===== src/psq_pkg.sv =====
// ----------------------------------------------------------------------------
// psq_pkg
// Shared types, codes and sizes of the pattern step sequencer.
// ----------------------------------------------------------------------------
`default_nettype none

package psq_pkg;

   // table sizes
   localparam int PATTERN_DEPTH = 64;
   localparam int GROUP_DEPTH   = 64;
   localparam int CHORD_MAX     = 8;
   localparam int VEL_DEPTH     = 64;
   localparam int QUARTER_TICKS = 96;

   localparam int PAT_AW   = $clog2(PATTERN_DEPTH);
   localparam int GRP_AW   = $clog2(GROUP_DEPTH);
   localparam int SLOT_W   = $clog2(CHORD_MAX);
   localparam int VEL_AW   = $clog2(VEL_DEPTH);
   localparam int PITCH_AW = GRP_AW + SLOT_W;

   // field widths
   localparam int CMD_W   = 3;
   localparam int IDX_W   = 6;
   localparam int VALUE_W = 15;
   localparam int NOTE_W  = 7;
   localparam int SIZE_W  = 4;
   localparam int TICK_W  = 14;
   localparam int LEN_W   = 7;
   localparam int CSR_AW  = 2;

   // floor(y / 10) as (y * RECIP_10) >> RECIP_SHIFT, low by at most one
   localparam int RECIP_10    = 13107;
   localparam int RECIP_SHIFT = 17;
   localparam int GATE_MAX    = 14745;

   // transaction queue between front and back
   localparam int QUEUE_DEPTH = 4;
   localparam int QUEUE_AW    = $clog2(QUEUE_DEPTH);

   // command codes on the request channel
   localparam logic [CMD_W-1:0] CMD_TICK      = 3'd0;
   localparam logic [CMD_W-1:0] CMD_WR_PAT    = 3'd1;
   localparam logic [CMD_W-1:0] CMD_WR_CHORD  = 3'd2;
   localparam logic [CMD_W-1:0] CMD_WR_VEL    = 3'd3;
   localparam logic [CMD_W-1:0] CMD_RESTART   = 3'd4;

   // register indexes
   localparam logic [CSR_AW-1:0] REG_PATTERN_LEN = 2'd0;
   localparam logic [CSR_AW-1:0] REG_GROUP_COUNT = 2'd1;
   localparam logic [CSR_AW-1:0] REG_VEL_COUNT   = 2'd2;

   typedef enum logic [2:0] {
      OP_NOP,
      OP_TICK,
      OP_WR_PAT,
      OP_WR_CHORD,
      OP_WR_VEL,
      OP_RESTART
   } op_type;

   typedef enum logic [1:0] {
      ST_IDLE,
      ST_CALC,
      ST_GATE,
      ST_EMIT
   } state_type;

   // one classified transaction
   typedef struct packed {
      op_type                    op;
      logic [IDX_W-1:0]          index;
      logic [SLOT_W-1:0]         slot;
      logic signed [VALUE_W-1:0] value;
      logic [NOTE_W-1:0]         sat;
      logic                      slot_last;
   } entry_type;

   typedef struct packed {
      logic [LEN_W-1:0] pattern_len;
      logic [LEN_W-1:0] group_count;
      logic [LEN_W-1:0] vel_count;
   } cfg_type;

   typedef struct packed {
      logic full;
      logic empty;
   } qstat_type;

   // clamp a signed write value to 0..127
   function automatic logic [NOTE_W-1:0] sat_note(input logic signed [VALUE_W-1:0] v);
      logic [NOTE_W-1:0] r;
      if (v[VALUE_W-1]) begin
         r = '0;
      end else if (v[VALUE_W-2:NOTE_W] != '0) begin
         r = '1;
      end else begin
         r = v[NOTE_W-1:0];
      end
      return r;
   endfunction

   // effective table length, limited to the depth
   function automatic logic [LEN_W-1:0] cap_len(input logic [LEN_W-1:0] v,
                                                input logic [LEN_W-1:0] depth);
      return (v < depth) ? v : depth;
   endfunction

endpackage

`default_nettype wire


===== src/psq_front.sv =====
// ----------------------------------------------------------------------------
// psq_front
// Accepts request transactions, decodes the command and saturates note values.
// ----------------------------------------------------------------------------
`default_nettype none

module psq_front (
   input  wire logic                               req_valid,
   output logic                                    req_ready,
   input  wire logic [psq_pkg::CMD_W-1:0]          req_cmd,
   input  wire logic [psq_pkg::IDX_W-1:0]          req_index,
   input  wire logic [psq_pkg::SLOT_W-1:0]         req_slot,
   input  wire logic signed [psq_pkg::VALUE_W-1:0] req_value,
   input  wire logic                               req_slot_last,
   input  wire psq_pkg::qstat_type                 q_stat,
   output logic                                    q_push,
   output psq_pkg::entry_type                      q_entry
);

   // accept whenever the queue has room
   assign req_ready = !q_stat.full;
   assign q_push    = req_valid && !q_stat.full;

   // command decode
   always_comb begin
      q_entry.index     = req_index;
      q_entry.slot      = req_slot;
      q_entry.value     = req_value;
      q_entry.sat       = psq_pkg::sat_note(req_value);
      q_entry.slot_last = req_slot_last;
      unique case (req_cmd)
         psq_pkg::CMD_TICK:     q_entry.op = psq_pkg::OP_TICK;
         psq_pkg::CMD_WR_PAT:   q_entry.op = psq_pkg::OP_WR_PAT;
         psq_pkg::CMD_WR_CHORD: q_entry.op = psq_pkg::OP_WR_CHORD;
         psq_pkg::CMD_WR_VEL:   q_entry.op = psq_pkg::OP_WR_VEL;
         psq_pkg::CMD_RESTART:  q_entry.op = psq_pkg::OP_RESTART;
         default:               q_entry.op = psq_pkg::OP_NOP;
      endcase
   end

endmodule

`default_nettype wire


===== config.mk =====
export PLATFORM = sky130hd
export DESIGN_NAME = psq_front
export DESIGN_NICKNAME = d
export VERILOG_FILES = /design/src/psq_pkg.sv /design/src/psq_front.sv
export SDC_FILE = /design/constraint.sdc
export NUM_CORES = 1
export LEC_CHECK = 0
export ABC_AREA = 1
export BUFFER_PORTS_ARGS = -buffer_cell sky130_fd_sc_hd__buf_4
export CAP_MARGIN = 5
export CORE_UTILIZATION = 23
export DETAILED_ROUTE_END_ITERATION = 8
export GPL_TIMING_DRIVEN = 0
export PLACE_DENSITY_LB_ADDON = 0.05
export SYNTH_ARGS = -nofsm -noshare
export SYNTH_HDL_FRONTEND = slang
export SYNTH_SLANG_ARGS = --single-unit

===== constraint.sdc =====
create_clock -name vclk -period 0.8
set_input_delay 0.12 -clock vclk [all_inputs]
set_output_delay 0.12 -clock vclk [all_outputs]
set_load 0.05 [all_outputs]

==> results.sh <==
export IMPL_status="finished with violations"
export IMPL_violations="setup timing"
export IMPL_dpl_hpwl_um=1050
export IMPL_yosys_top_cells_area="buf_4, a21oi_1, inv_1, nor2_1, nand2_1"
export IMPL_seq_cells=0
export IMPL_maxClockFrequency_ghz=1.01
export IMPL_firstDrtPassIters=4
export IMPL_antenna_found_initial=0
export IMPL_synth_commonest_cells="buf_4, inv_1, a21oi_1"
export IMPL_drive_gt1_share_pct=90.3
export IMPL_drc=0
export IMPL_io_buffers=57
export IMPL_drt_total_wl_um=1210
export IMPL_syn_to_final_growth_pct=209
export IMPL_start_kind="primary input"
export IMPL_arrival_ns=0.87
export IMPL_yosysWarnings=0
export IMPL_hold_viol_final=0
export IMPL_synth_top_area_share_pct=58.1
export IMPL_coreArea_sq_mm=0.00130
export IMPL_syn_area_sq_um=323
export IMPL_overflow=0
export IMPL_final_core_utilization_pct=76.5
export IMPL_layout_cells_non_filler=128
export IMPL_fin_crit_ns=0.987
export IMPL_rsz0062_at_grt="true"
export IMPL_ios=68
export IMPL_grt_pass1_vias=366
export IMPL_ys_seq_area_share_pct=0
export IMPL_drt_iter0_markers=2
export IMPL_peakVddDrop_uv=558
export IMPL_synth_nets=86
export IMPL_via_count=518
export IMPL_die_w_um=39.5
export IMPL_detail_route_wl_per_cell_um=9.43
export IMPL_n_antenna_cell=0
export IMPL_hold_buffers=0
export IMPL_postRouteAntennaNets=0
export IMPL_hold_class="in2out"
export IMPL_crit_path_end_kind="output port"
export IMPL_worst_pin_slew_ns=0.202
export IMPL_drv_slew=0
export IMPL_vias_per_cell=4.05
export IMPL_initial_core_util_pct=24.8
export IMPL_setup_viol=7
export IMPL_grt_pass1_wl_um=1340
export IMPL_area_sequential_sq_um=0
export IMPL_rows=13
export IMPL_syn_instance_count=55
export IMPL_synth_cell_type_count=8
export IMPL_die_area_sq_mm=0.00156
export IMPL_syn_area_per_cell_sq_um=5.87
export IMPL_nNetsFinal=146
export IMPL_worstPathRequired_ns=0.68
export IMPL_cp_max_fo=7
export IMPL_worst_setup_path_type="in2out"
export IMPL_filler_cell_count=96
export IMPL_power_mw=0.851
export IMPL_die_h_um=39.5
export IMPL_synth_area_leader_cell="buf_4"
export IMPL_maxCapViolations=0
export IMPL_globalplace_congestion=0.551
export IMPL_clockBufferCount=0
export IMPL_max_slew_margin_pct=86.5
export IMPL_post_route_period_util_pct=123
export IMPL_synth_most_common_cell="buf_4"
export IMPL_placed_area_sq_um=881
export IMPL_grt_util_all_layers_pct=12.0
export IMPL_p_leak_nw=0.538
export IMPL_fin_area_sq_um=996
export IMPL_powerDensity_mw_per_mm2=854
export IMPL_place_inst=127
export IMPL_grt_max_degree=9
export IMPL_worst_slack_ns=-0.187
area by class of cell:
type	instances	area, sq um	share of cell area (%)
timing repair buffer	58	512	51.4
multi-input combinational	20	240	24.1
buffer	25	188	18.8
inverter	10	37.5	3.77
tap	15	18.8	1.88
timing repair:
action                                 4_1_cts  5_1_grt
resized for setup                           18        7
pin swaps                                    8        7
setup buffers                                1        0
endpoints found under the hold margin        0        0
setup endpoints to repair                    9        8
per-stage QoR:
step	setup WS (ns)	hold WS (ns)	setup TNS (ns)
after global routing	-0.216	0.499	-1.50
after CTS	-0.191	0.495	-1.31
after global placement	-0.378	0.494	-2.70
after detailed placement	-0.398	0.495	-2.85
after floorplan	-0.179	0.292	-1.09
final	-0.187	0.494	-1.29
logic make-up after synthesis:
family                 count (synthesis)  synth area share [%]
buffers and inverters                 35                  69.8
AND/OR/NAND/NOR                       11                  16.3
AO/OA/AOI/OAI                          9                  14.0
cell usage in the layout, fill, tap and decap left out:
cell type,count
a21oi_4,7
buf_6,15
nor2_4,5
buf_12,1
nor3b_4,1
buf_8,1
nand2_1,1
nand2_4,1
o21ai_2,1
nor2_2,1
buf_4,66
nand2_2,2
inv_1,10
a21oi_2,1
critical path, cell delays in order:
cell     delay [ns]
buf_4          0.12
nor2_4         0.07
nand2_2        0.07
nor2_4         0.12
buf_12         0.15
a21oi_4        0.06
buf_6          0.15
routing by layer:
metal  GRT usage, %  share of wire (%)  routed length [um]
met5              0                  0                   0
met4              0                  0                   0
met3           2.27                 18                 218
met2           25.8                 51                 614
met1           12.0                 31                 374
power by group:
part           internal [mW]  total (mW)  switching, mW  leakage, nW
sequential                 0           0              0            0
clock                      0           0              0            0
combinational          0.337       0.851          0.514        0.538
final timing paths:
path	from	to	cells after the start
setup / recovery	req_value[10]	q_entry[3]	7
hold / removal	req_slot[2]	q_entry[25]	2
No activity file was read; power rests on OpenSTA's default activity.
