File: src/psq_pkg.sv
// ----------------------------------------------------------------------------
// psq_pkg
// Shared types, codes and sizes of the pattern step sequencer.
// ----------------------------------------------------------------------------
`default_nettype none

package psq_pkg;

   // table sizes
   localparam int PATTERN_DEPTH = 64;
   localparam int GROUP_DEPTH   = 64;
   localparam int CHORD_MAX     = 8;
   localparam int VEL_DEPTH     = 64;
   localparam int QUARTER_TICKS = 96;

   localparam int PAT_AW   = $clog2(PATTERN_DEPTH);
   localparam int GRP_AW   = $clog2(GROUP_DEPTH);
   localparam int SLOT_W   = $clog2(CHORD_MAX);
   localparam int VEL_AW   = $clog2(VEL_DEPTH);
   localparam int PITCH_AW = GRP_AW + SLOT_W;

   // field widths
   localparam int CMD_W   = 3;
   localparam int IDX_W   = 6;
   localparam int VALUE_W = 15;
   localparam int NOTE_W  = 7;
   localparam int SIZE_W  = 4;
   localparam int TICK_W  = 14;
   localparam int LEN_W   = 7;
   localparam int CSR_AW  = 2;

   // floor(y / 10) as (y * RECIP_10) >> RECIP_SHIFT, low by at most one
   localparam int RECIP_10    = 13107;
   localparam int RECIP_SHIFT = 17;
   localparam int GATE_MAX    = 14745;

   // transaction queue between front and back
   localparam int QUEUE_DEPTH = 4;
   localparam int QUEUE_AW    = $clog2(QUEUE_DEPTH);

   // command codes on the request channel
   localparam logic [CMD_W-1:0] CMD_TICK      = 3'd0;
   localparam logic [CMD_W-1:0] CMD_WR_PAT    = 3'd1;
   localparam logic [CMD_W-1:0] CMD_WR_CHORD  = 3'd2;
   localparam logic [CMD_W-1:0] CMD_WR_VEL    = 3'd3;
   localparam logic [CMD_W-1:0] CMD_RESTART   = 3'd4;

   // register indexes
   localparam logic [CSR_AW-1:0] REG_PATTERN_LEN = 2'd0;
   localparam logic [CSR_AW-1:0] REG_GROUP_COUNT = 2'd1;
   localparam logic [CSR_AW-1:0] REG_VEL_COUNT   = 2'd2;

   typedef enum logic [2:0] {
      OP_NOP,
      OP_TICK,
      OP_WR_PAT,
      OP_WR_CHORD,
      OP_WR_VEL,
      OP_RESTART
   } op_type;

   typedef enum logic [1:0] {
      ST_IDLE,
      ST_CALC,
      ST_GATE,
      ST_EMIT
   } state_type;

   // one classified transaction
   typedef struct packed {
      op_type                    op;
      logic [IDX_W-1:0]          index;
      logic [SLOT_W-1:0]         slot;
      logic signed [VALUE_W-1:0] value;
      logic [NOTE_W-1:0]         sat;
      logic                      slot_last;
   } entry_type;

   typedef struct packed {
      logic [LEN_W-1:0] pattern_len;
      logic [LEN_W-1:0] group_count;
      logic [LEN_W-1:0] vel_count;
   } cfg_type;

   typedef struct packed {
      logic full;
      logic empty;
   } qstat_type;

   // clamp a signed write value to 0..127
   function automatic logic [NOTE_W-1:0] sat_note(input logic signed [VALUE_W-1:0] v);
      logic [NOTE_W-1:0] r;
      if (v[VALUE_W-1]) begin
         r = '0;
      end else if (v[VALUE_W-2:NOTE_W] != '0) begin
         r = '1;
      end else begin
         r = v[NOTE_W-1:0];
      end
      return r;
   endfunction

   // effective table length, limited to the depth
   function automatic logic [LEN_W-1:0] cap_len(input logic [LEN_W-1:0] v,
                                                input logic [LEN_W-1:0] depth);
      return (v < depth) ? v : depth;
   endfunction

endpackage

`default_nettype wire

File: src/psq_queue.sv
// ----------------------------------------------------------------------------
// psq_queue
// Short first-in first-out queue of decoded transactions.
// ----------------------------------------------------------------------------
`default_nettype none

module psq_queue (
   input  wire logic               clock,
   input  wire logic               reset,
   input  wire logic               push,
   input  wire psq_pkg::entry_type push_entry,
   input  wire logic               pop,
   output psq_pkg::entry_type      head_entry,
   output psq_pkg::qstat_type      q_stat
);

   psq_pkg::entry_type                 slots_ff [psq_pkg::QUEUE_DEPTH];
   logic [psq_pkg::QUEUE_AW-1:0]       wr_ptr_ff, wr_ptr_in;
   logic [psq_pkg::QUEUE_AW-1:0]       rd_ptr_ff, rd_ptr_in;
   logic [psq_pkg::QUEUE_AW:0]         count_ff, count_in;
   logic                               do_push, do_pop;

   assign q_stat.full  = (count_ff == (psq_pkg::QUEUE_AW+1)'(psq_pkg::QUEUE_DEPTH));
   assign q_stat.empty = (count_ff == '0);
   assign do_push      = push && !q_stat.full;
   assign do_pop       = pop && !q_stat.empty;
   assign head_entry   = slots_ff[rd_ptr_ff];

   // pointer and fill update
   always_comb begin
      wr_ptr_in = do_push ? wr_ptr_ff + 1'b1 : wr_ptr_ff;
      rd_ptr_in = do_pop ? rd_ptr_ff + 1'b1 : rd_ptr_ff;
      count_in  = count_ff + (psq_pkg::QUEUE_AW+1)'(do_push)
                           - (psq_pkg::QUEUE_AW+1)'(do_pop);
   end

   always_ff @(posedge clock) begin
      if (reset) begin
         wr_ptr_ff <= '0;
         rd_ptr_ff <= '0;
         count_ff  <= '0;
      end else begin
         wr_ptr_ff <= wr_ptr_in;
         rd_ptr_ff <= rd_ptr_in;
         count_ff  <= count_in;
      end
   end

   // storage
   always_ff @(posedge clock) begin
      if (do_push) begin
         slots_ff[wr_ptr_ff] <= push_entry;
      end
   end

endmodule

`default_nettype wire

File: config.mk
export PLATFORM = sky130hd
export DESIGN_NAME = psq_queue
export DESIGN_NICKNAME = d
export VERILOG_FILES = /design/src/psq_pkg.sv /design/src/psq_queue.sv
export SDC_FILE = /design/constraint.sdc
export NUM_CORES = 1
export LEC_CHECK = 0
export ABC_AREA = 1
export BUFFER_PORTS_ARGS = -buffer_cell sky130_fd_sc_hd__buf_2
export CAP_MARGIN = 30
export CORE_MARGIN = 2
export CORE_UTILIZATION = 30
export CTS_CLUSTER_DIAMETER = 100
export CTS_CLUSTER_SIZE = 25
export DETAILED_ROUTE_END_ITERATION = 10
export PLACE_DENSITY = 0.46
export SYNTH_ARGS = -nofsm -noshare
export SYNTH_HDL_FRONTEND = slang
export SYNTH_SLANG_ARGS = --single-unit
File: constraint.sdc
create_clock -name clock -period 2.95 [get_ports clock]
set_input_delay 0.7375 -clock clock [delete_from_list [all_inputs] [get_ports clock]]
set_output_delay 0.7375 -clock clock [all_outputs]
set_load 0.05 [all_outputs]
==> results.tsv <==
stage	metric	value	unit
timing	min cycle time layout	2648	ps
critical_path	crit-path max FO	24	
floorplanning	Die H	141.4	um
clocking	Root Driver	clkbuf_16	
flow_run	max cap viols	0	
floorplanning	die area	19990	um2
final_layout	Layout Cells excl Fill	736	
synthesis	Mapped Avg Cell Area	13.91	um2
global_routing	largest net degree at the start of global routing	71	
timing	Final Setup Violations	0	
final_layout	# nets final	535	
clocking	cts repair resizes	0	
critical_path	Setup crit end kind	output port	
final_layout	Layout fillers	1798	
timing	Final Skew	5.856	ps
synthesis	synth cell count leaders	140 x edfxtp_1, 84 x nor2_1, 49 x o21ai_0	
pwr	Leak	2.482	nW
floorplanning	core footprint	18640	um2
timing	final worst-path cycle share	89.78	%
drt	Routed Antenna Nets	0	
synthesis	synthesized net count	453	
synthesis	cell with the most instances after synthesis	edfxtp_1	
synthesis	Synth area leader	edfxtp_1	
synthesis	Syn. warnings	0	
timing	Slew HR	64.88	%
synthesis	library cells used by synthesis	17	
final_layout	fin util	37.39	%
synthesis	sequential area share after synthesis	77.42	%
global_routing	vias in the first global route	3459	
drt	Post-Route WL	12350	um
timing	Setup TNS Final	0	ps
placement	PortBufs	75	
drt	residual DRC count	0	
clocking	cts bufs inserted	17	
clocking	CTS H-Tree Depth	4	
drt	DRT Pass-1 Iters	4	
placement	RePlAce Congestion	0.7065	
critical_path	crit path DAT	1910	ps
final_layout	n_diodes	0	
synthesis	Synth area leaders	edfxtp_1 74%, nor2_1 5.6%, o21ai_0 4.3%	
synthesis	Cell Area, Synth	5663	um2
global_routing	gr ovfl total	0	
critical_path	CP Launch Type	register	
clocking	Clock Latency Late Sink	420	ps
critical_path	CP required	2210	ps
final_layout	Area Overhead vs Synth	23.09	%
floorplanning	Initial Utilization	30.38	%
placement	HPWL Detailed	6758	um
timing	Final Hold Fails	0	
pwr	Worst VDD drop	443.8	uV
timing	fmax	377.6	MHz
critical_path	CP peak stage delay	390	ps
clocking	Post-CTS Setup Inserts	0	
global_routing	first-pass GRT wire length	19000	um
synthesis	async set-reset flop share out of synthesis	0	%
placement	dpl cells	704	
floorplanning	Cell Rows	50	
hold_path	Worst Hold Class	reg -> reg	
synthesis	EDFF count, synth	140	
critical_path	slowest stage cell on the critical path	inv_2	
clocking	Clock transition at path regs	60	ps
drt	WL/cell	16.78	um
critical_path	worst-path cell chain	inv_2 > buf_4 > o21ai_1 > o22ai_1 > buf_2	
final_layout	layout cells sized above 1	24.30	%
critical_path	Worst Setup Path Type	reg -> out	
synthesis	top_reg_cell synth	edfxtp_1	
timing	fin. max-slew vios	0	
clocking	hold_buf cts	0	
timing	slew at the pin closest to its max-slew limit	526.0	ps
timing	RSZ-0062 raised after global routing	false	
floorplanning	Horiz. Die Dim	141.4	um
synthesis	post-synthesis register bit count	149	
global_routing	initial antenna violation count	2	
outcome	status	completed	
global_routing	total track usage	13.00	%
synthesis	Post-Syn Instances	407	
synthesis	top-area cell type share of the netlist area	74.24	%
drt	DR iter-0 viols	159	
clocking	CTS tree	built	
clocking	CTS Buffer Depth	2	
floorplanning	Ports	76	
clocking	Sinks on Clock Net	149	
pwr	PD cells	988.9	nW/um2
drt	Vias	3392	
drt	Via density	4.609	
per-stage QoR:
stage                     setup WS [ps]  area (um2)  hold WS, ps  power (mW)
after detailed placement          559.0        6375        479.7       4.840
after global routing              138.8        6970        491.9       7.240
after CTS                         235.6        6970        488.5       6.996
after global placement            580.4        6375        472.1       4.819
after floorplan                   188.0        5663        448.1       4.255
final                             301.6        6970        492.4       6.893
critical path, delay by kind of cell, from the launching register on:
kind,cells,cell delay (ps)
buffers and inverters,3,960
DFF,1,320
AOI/OAI and AO/OA,2,210
registers in the layout (all words and copies together) (netlist names), named ones only:
signal	count
slots_ff	140
wr_ptr_ff	2
count_ff	3
rd_ptr_ff	2
metal layers:
metal | vias to the layer above | GRT usage, % | share of wire [%]
met3 | 14 | 5.062 | 5.4
met5 | - | 0 | 0.17
met1 | 1644 | 15.02 | 43
met2 | 66 | 22.07 | 51
li1 | 1664 | - | -
met4 | 4 | 4.579 | 0.86
logic make-up after synthesis:
group / after synthesis / synth area share, %
buffers and inverters: 41 / 3.690
adder cells (fa/ha/maj): 7 / 1.679
flip-flops: 149 / 77.42
AND/OR/NAND/NOR: 100 / 6.717
AO/OA/AOI/OAI: 110 / 10.49
cell type report:
class	instances	area [um2]	area share, %
Multi-Input combinational cell	217	1100	15.78
Inverter	20	77.57	1.113
Sequential cell	149	4387	62.93
Clock inverter	10	121.4	1.741
Tap cell	234	292.8	4.200
Timing Repair Buffer	84	518.0	7.431
Clock buffer	22	474.2	6.803
worst paths after layout:
| kind | slack [ps] | to | startpoint | depth (start not counted) |
|---|---|---|---|---|
| max reg2reg | 830 | count_ff[2]$_SDFF_PP0_ | count_ff[1]$_SDFF_PP0_ | 9 |
| min | 490 | rd_ptr_ff[0]$_SDFFE_PP0P_ | rd_ptr_ff[0]$_SDFFE_PP0P_ | 2 |
| min reg2reg | 490 | rd_ptr_ff[0]$_SDFFE_PP0P_ | rd_ptr_ff[0]$_SDFFE_PP0P_ | 2 |
| max | 300 | head_entry[27] | register | 5 |
placed cells by master, fill, tap and decap left out, drive strengths merged:
cell,count
clkinvlp,4
nand2,12
inv,22
a21oi,5
dfxtp,9
nand3,4
bufinv,2
buf,84
ha,6
fa,1
edfxtp,140
o22ai,35
clkbuf,22
clkinv,2
nor2,84
o21ai,70
where the power goes:
part           internal, mW  total (mW)  switching (mW)
sequential             2.58        2.64          0.0653
clock                  1.32        2.14           0.825
combinational         0.481        2.11            1.63
total                  4.38        6.89            2.52
(Power assumes the default switching activity.)
